$ cat src/irmt_pkg.sv
// Shared constants, types and table functions for the IR remote multi-tap decoder.
// No dependencies; every other file in src imports this package.
package irmt_pkg;

	localparam int unsigned TIME_W  = 32;
	localparam int unsigned CODE_W  = 16;
	localparam int unsigned KEY_W   = 4;
	localparam int unsigned CHAR_W  = 7;
	localparam int unsigned ACT_W   = 3;
	localparam int unsigned CNT_W   = 6;
	localparam int unsigned TAP_W   = 2;
	localparam int unsigned CFG_IDX_W = 3;

	localparam logic [CNT_W-1:0] FRAME_EDGES = 6'd35;
	localparam logic [CNT_W-1:0] DATA_FIRST  = 6'd18;
	localparam logic [CNT_W-1:0] DATA_LAST   = 6'd33;

	localparam logic [CFG_IDX_W-1:0] REG_BIT_THRESHOLD    = 3'd0;
	localparam logic [CFG_IDX_W-1:0] REG_LEADER_NOMINAL   = 3'd1;
	localparam logic [CFG_IDX_W-1:0] REG_LEADER_TOLERANCE = 3'd2;
	localparam logic [CFG_IDX_W-1:0] REG_MIN_GAP          = 3'd3;
	localparam logic [CFG_IDX_W-1:0] REG_TAP_WINDOW       = 3'd4;

	localparam logic [TIME_W-1:0] RST_BIT_THRESHOLD    = 32'd100000;
	localparam logic [TIME_W-1:0] RST_LEADER_NOMINAL   = 32'd1077325;
	localparam logic [TIME_W-1:0] RST_LEADER_TOLERANCE = 32'd77325;
	localparam logic [TIME_W-1:0] RST_MIN_GAP          = 32'd50000;
	localparam logic [TIME_W-1:0] RST_TAP_WINDOW       = 32'd30000000;

	localparam logic [KEY_W-1:0] KEY_SEND    = 4'd10;
	localparam logic [KEY_W-1:0] KEY_DELETE  = 4'd11;
	localparam logic [KEY_W-1:0] KEY_UNKNOWN = 4'd12;
	localparam logic [KEY_W-1:0] KEY_NONE    = 4'd15;
	localparam logic [KEY_W-1:0] KEY_LAST_DIGIT = 4'd9;

	localparam logic [ACT_W-1:0] ACT_NONE    = 3'd0;
	localparam logic [ACT_W-1:0] ACT_APPEND  = 3'd1;
	localparam logic [ACT_W-1:0] ACT_REPLACE = 3'd2;
	localparam logic [ACT_W-1:0] ACT_DELETE  = 3'd3;
	localparam logic [ACT_W-1:0] ACT_SEND    = 3'd4;

	localparam logic [CODE_W-1:0] CODE_DIGIT0 = 16'h00FF;
	localparam logic [CODE_W-1:0] CODE_DIGIT1 = 16'h807F;
	localparam logic [CODE_W-1:0] CODE_DIGIT2 = 16'h40BF;
	localparam logic [CODE_W-1:0] CODE_DIGIT3 = 16'hC03F;
	localparam logic [CODE_W-1:0] CODE_DIGIT4 = 16'h20DF;
	localparam logic [CODE_W-1:0] CODE_DIGIT5 = 16'hA05F;
	localparam logic [CODE_W-1:0] CODE_DIGIT6 = 16'h609F;
	localparam logic [CODE_W-1:0] CODE_DIGIT7 = 16'hE01F;
	localparam logic [CODE_W-1:0] CODE_DIGIT8 = 16'h10EF;
	localparam logic [CODE_W-1:0] CODE_DIGIT9 = 16'h906F;
	localparam logic [CODE_W-1:0] CODE_SEND   = 16'h08F7;
	localparam logic [CODE_W-1:0] CODE_DELETE = 16'h02FD;

	typedef struct packed {
		logic [KEY_W-1:0]  key;
		logic [CHAR_W-1:0] letter;
		logic [ACT_W-1:0]  action;
		logic              digit;
		logic [TAP_W-1:0]  tap_next;
	} tap_out_t;

	function automatic logic [KEY_W-1:0] map_code(input logic [CODE_W-1:0] code);
		logic [KEY_W-1:0] k;
		case (code)
			CODE_DIGIT0: k = 4'd0;
			CODE_DIGIT1: k = 4'd1;
			CODE_DIGIT2: k = 4'd2;
			CODE_DIGIT3: k = 4'd3;
			CODE_DIGIT4: k = 4'd4;
			CODE_DIGIT5: k = 4'd5;
			CODE_DIGIT6: k = 4'd6;
			CODE_DIGIT7: k = 4'd7;
			CODE_DIGIT8: k = 4'd8;
			CODE_DIGIT9: k = 4'd9;
			CODE_SEND:   k = KEY_SEND;
			CODE_DELETE: k = KEY_DELETE;
			default:     k = KEY_UNKNOWN;
		endcase
		return k;
	endfunction

	function automatic logic [CHAR_W-1:0] letter_base(input logic [KEY_W-1:0] k);
		logic [CHAR_W-1:0] c;
		case (k)
			4'd0:    c = 7'h20;
			4'd1:    c = 7'h30;
			4'd2:    c = 7'h41;
			4'd3:    c = 7'h44;
			4'd4:    c = 7'h47;
			4'd5:    c = 7'h4A;
			4'd6:    c = 7'h4D;
			4'd7:    c = 7'h50;
			4'd8:    c = 7'h54;
			4'd9:    c = 7'h57;
			default: c = 7'h00;
		endcase
		return c;
	endfunction

	function automatic logic [TAP_W:0] cycle_len(input logic [KEY_W-1:0] k);
		logic [TAP_W:0] n;
		case (k)
			4'd0, 4'd1: n = 3'd1;
			4'd7, 4'd9: n = 3'd4;
			default:    n = 3'd3;
		endcase
		return n;
	endfunction

endpackage

$ cat src/irmt_tap.sv
// Key lookup and multi-tap letter selection for one completed frame.
// Depends on irmt_pkg for the code table, letter tables and tap_out_t.
module irmt_tap import irmt_pkg::*; (
	input  logic [CODE_W-1:0] code,
	input  logic [KEY_W-1:0]  previous_key,
	input  logic [TAP_W-1:0]  tap_index,
	input  logic              in_window,
	output tap_out_t          tap_out
);

	logic [KEY_W-1:0] key;
	logic [TAP_W:0]   tap_inc;
	logic [TAP_W-1:0] tap_next;
	logic             is_repeat;

	always_comb begin
		key       = map_code(code);
		is_repeat = (key == previous_key) && in_window;
		tap_inc   = {1'b0, tap_index} + 3'd1;
		if (!is_repeat || tap_inc >= cycle_len(key)) begin
			tap_next = '0;
		end else begin
			tap_next = tap_inc[TAP_W-1:0];
		end

		tap_out.key      = key;
		tap_out.digit    = key <= KEY_LAST_DIGIT;
		tap_out.tap_next = tap_next;
		tap_out.letter   = '0;
		case (key)
			KEY_SEND:    tap_out.action = ACT_SEND;
			KEY_DELETE:  tap_out.action = ACT_DELETE;
			KEY_UNKNOWN: tap_out.action = ACT_NONE;
			default: begin
				tap_out.action = is_repeat ? ACT_REPLACE : ACT_APPEND;
				tap_out.letter = letter_base(key) + {{(CHAR_W-TAP_W){1'b0}}, tap_next};
			end
		endcase
	end

endmodule
$ cat config.mk
export PLATFORM = sky130hd
export DESIGN_NAME = irmt_tap
export DESIGN_NICKNAME = d
export VERILOG_FILES = /design/src/irmt_pkg.sv /design/src/irmt_tap.sv
export SDC_FILE = /design/constraint.sdc
export NUM_CORES = 1
export LEC_CHECK = 0
export BUFFER_PORTS_ARGS = -buffer_cell sky130_fd_sc_hd__buf_4
export CAP_MARGIN = 20
export CORE_MARGIN = 1
export CORE_UTILIZATION = 49
export DETAILED_ROUTE_END_ITERATION = 8
export GPL_TIMING_DRIVEN = 0
export PLACE_DENSITY = 0.82
export SLEW_MARGIN = 0
export SYNTH_ARGS = -nofsm -noshare
export SYNTH_HDL_FRONTEND = slang
export SYNTH_SLANG_ARGS = --single-unit
$ cat constraint.sdc
create_clock -name vclk -period 6.6
set_input_delay 0.33 -clock vclk [all_inputs]
set_output_delay 0.33 -clock vclk [all_outputs]
set_load 0.005 [all_outputs]
==> run metrics <==
Synth cell types 53; DIE WIDTH around 47 um; global-route wire length before repair about 4.3 mm; Cell Area, Placed around 1300 um^2; Wirelength per Cell approximately 13 um; sequential-to-total area share from yosys stat 0%; Die Y 46.7 um; GPL Wtd Cong roughly 0.9; WP data arrival ~4.4 ns; required time of the critical path ~6.3 ns; Hold-fix buffers, CTS 0; largest area contributor in the netlist ha_1; max frequency between 0.2 and 0.25 GHz; DRC errors left 0; post-CTS setup buffer count 0; maximum number of pins on one net before global-route repair 11; register area 0 um^2; Pre-antenna DRT Iters 4; number of clock buffers in the layout 0; Synth area leaders ha_1, nor2_1, and4bb_2, nand2_1, a21oi_1; CP Capture Type output port; HP Class in -> out; Final nets between 200 and 250; CP Max Fanout 5; vias between 1k and 1.5k; Resized Gates After CTS 0; Worst Setup Start Kind input port; Final period util 72.0%; Worst Hold Path Cells 3; Iter 0 DRT Violations 32; finished layout cell area roughly 1300 um^2; drt total wl 2.58 mm; crit path kind in -> out; top-count cell post-synth nor2_1; RSZ-0062 raised after global routing false; die area ~2200 um^2; vias in the first global route approximately 1.0k; number of antenna diodes 0; core area between 1500 and 2000 um^2; Max-slew headroom ~65%; Final Hold Viols 0; yosys warns 0; Mapped Avg Cell Area approximately 7.7 um^2; post-synth top area share 12.8%; status finished, final reports clean; syn nets around 160; grt total ovfl 0; post-route minimum period 4.75 ns; HPWL after DPL around 2.3 mm; Commonest cells post-synth nor2_1, ha_1, nand2_1; Final Max Slew Viols 0; num sequential 0; Mapped Area roughly 1000 um^2; Final ANT Viol Nets 0; total track usage roughly 26%; IO Port Bufs 40; Layout area overhead 33.8%; Via-to-Cell Ratio between 5 and 6; Tightest Pin Transition ~0.52 ns; Worst VDD drop ~0.000032 V; Rows 15; Post-Route Setup TNS 0 ns; Static Leak 0.580 nW; I/O pin cnt 40; PwrDens approximately 25 nW/um^2; initial antenna violation count 0; Max-Cap Viols 0; layout cells sized above 1 39.9%; # setup viols final 0; Synth Instances 128; Starting Density a little over half
-- final cells by class --
cell class	instances	area (um^2)
multi-input cells	121	943
fillers	157	489
repair buffers	40	300
well taps	25	31.3
plain buffers	2	18.8
inverters	5	18.8
-- cell families after synthesis --
group	count (synthesis)	share of synthesized area (%)
adders and majority gates	11	14.8
xor gates and xnor gates	9	9.57
AOI/OAI and AO/OA	38	29.6
buffers and inverters	7	3.83
and+or+nand+nor	63	42.2
-- cell usage in the layout (no fill, tap or decap), drive strengths merged --
cell type  Yosys  layout
nor3b          1       1
nor4bb         1       1
a21oi          7       7
a31oi          3       3
nand2         10      10
and2           3       3
or2            2       2
o211ai         2       2
o32ai          1       1
inv            5       5
a22oi          3       3
nand3          3       3
nor2b          3       3
fa             1       1
o21a           2       2
o21ai          7       7
nor3           7       7
nand4          2       2
a21boi         1       1
ha            10      10
a32oi          1       1
and3           2       2
o31ai          1       1
buf            2      42
xor2           4       4
o2111ai        1       1
o41ai          1       1
nand3b         1       1
nand2b         5       5
o22ai          4       4
a21o           2       2
and2b          1       1
nor2          13      13
a211o          1       1
xnor2          5       5
or3            3       3
nor4b          1       1
o22a           1       1
and4bb         5       5
-- routing by layer --
metal	part of all wire [%]	vias up	GRT usage (%)
li1	-	567	-
met1	46	514	35.5
met2	51	37	46.9
met3	3.7	0	0.769
met4	0	0	2.29
met5	0	-	0
-- worst max-delay path, stage by stage --
cell and delay, ns:
buf_4 0.12, xor2_1 0.28, nand3b_1 0.22, o41ai_4 0.45
a31oi_1 0.15, inv_1 0.14, ha_1 0.27, nand2_1 0.11
a211o_2 0.30, o21ai_0 0.11, ha_1 0.28, a21o_1 0.16
a21oi_1 0.18, nor4b_2 0.30, ha_1 0.24, fa_1 0.24
o2111ai_1 0.16, xnor2_1 0.17, nor2_1 0.05, buf_4 0.15
-- path summary, 6_finish.rpt --
path / end / from
max: tap_out[10] / code[5]
min: tap_out[0] / tap_index[0]
-- power by group --
| part | switching [mW] | leakage (nW) | internal [mW] |
|---|---|---|---|
| registers | 0 | 0 | 0 |
| logic | 0.0150 | 0.580 | 0.0182 |
| clock network | 0 | 0 | 0 |
-- per-stage QoR --
step | total power [mW] | instances | setup slack (ns) | hold slack, ns | util, %
after floorplan | 0.0160 | 128 | 2.56 | 0.690 | -
after global placement | 0.0317 | 193 | 1.93 | 0.939 | 72.8
after detailed placement | 0.0330 | 193 | 1.83 | 0.940 | 72.8
after CTS | 0.0331 | 193 | 1.83 | 0.940 | 72.8
after global routing | 0.0363 | 193 | 1.44 | 0.954 | 72.8
final | 0.0332 | 193 | 1.85 | 0.937 | 72.8
(Power assumes the default switching activity.)
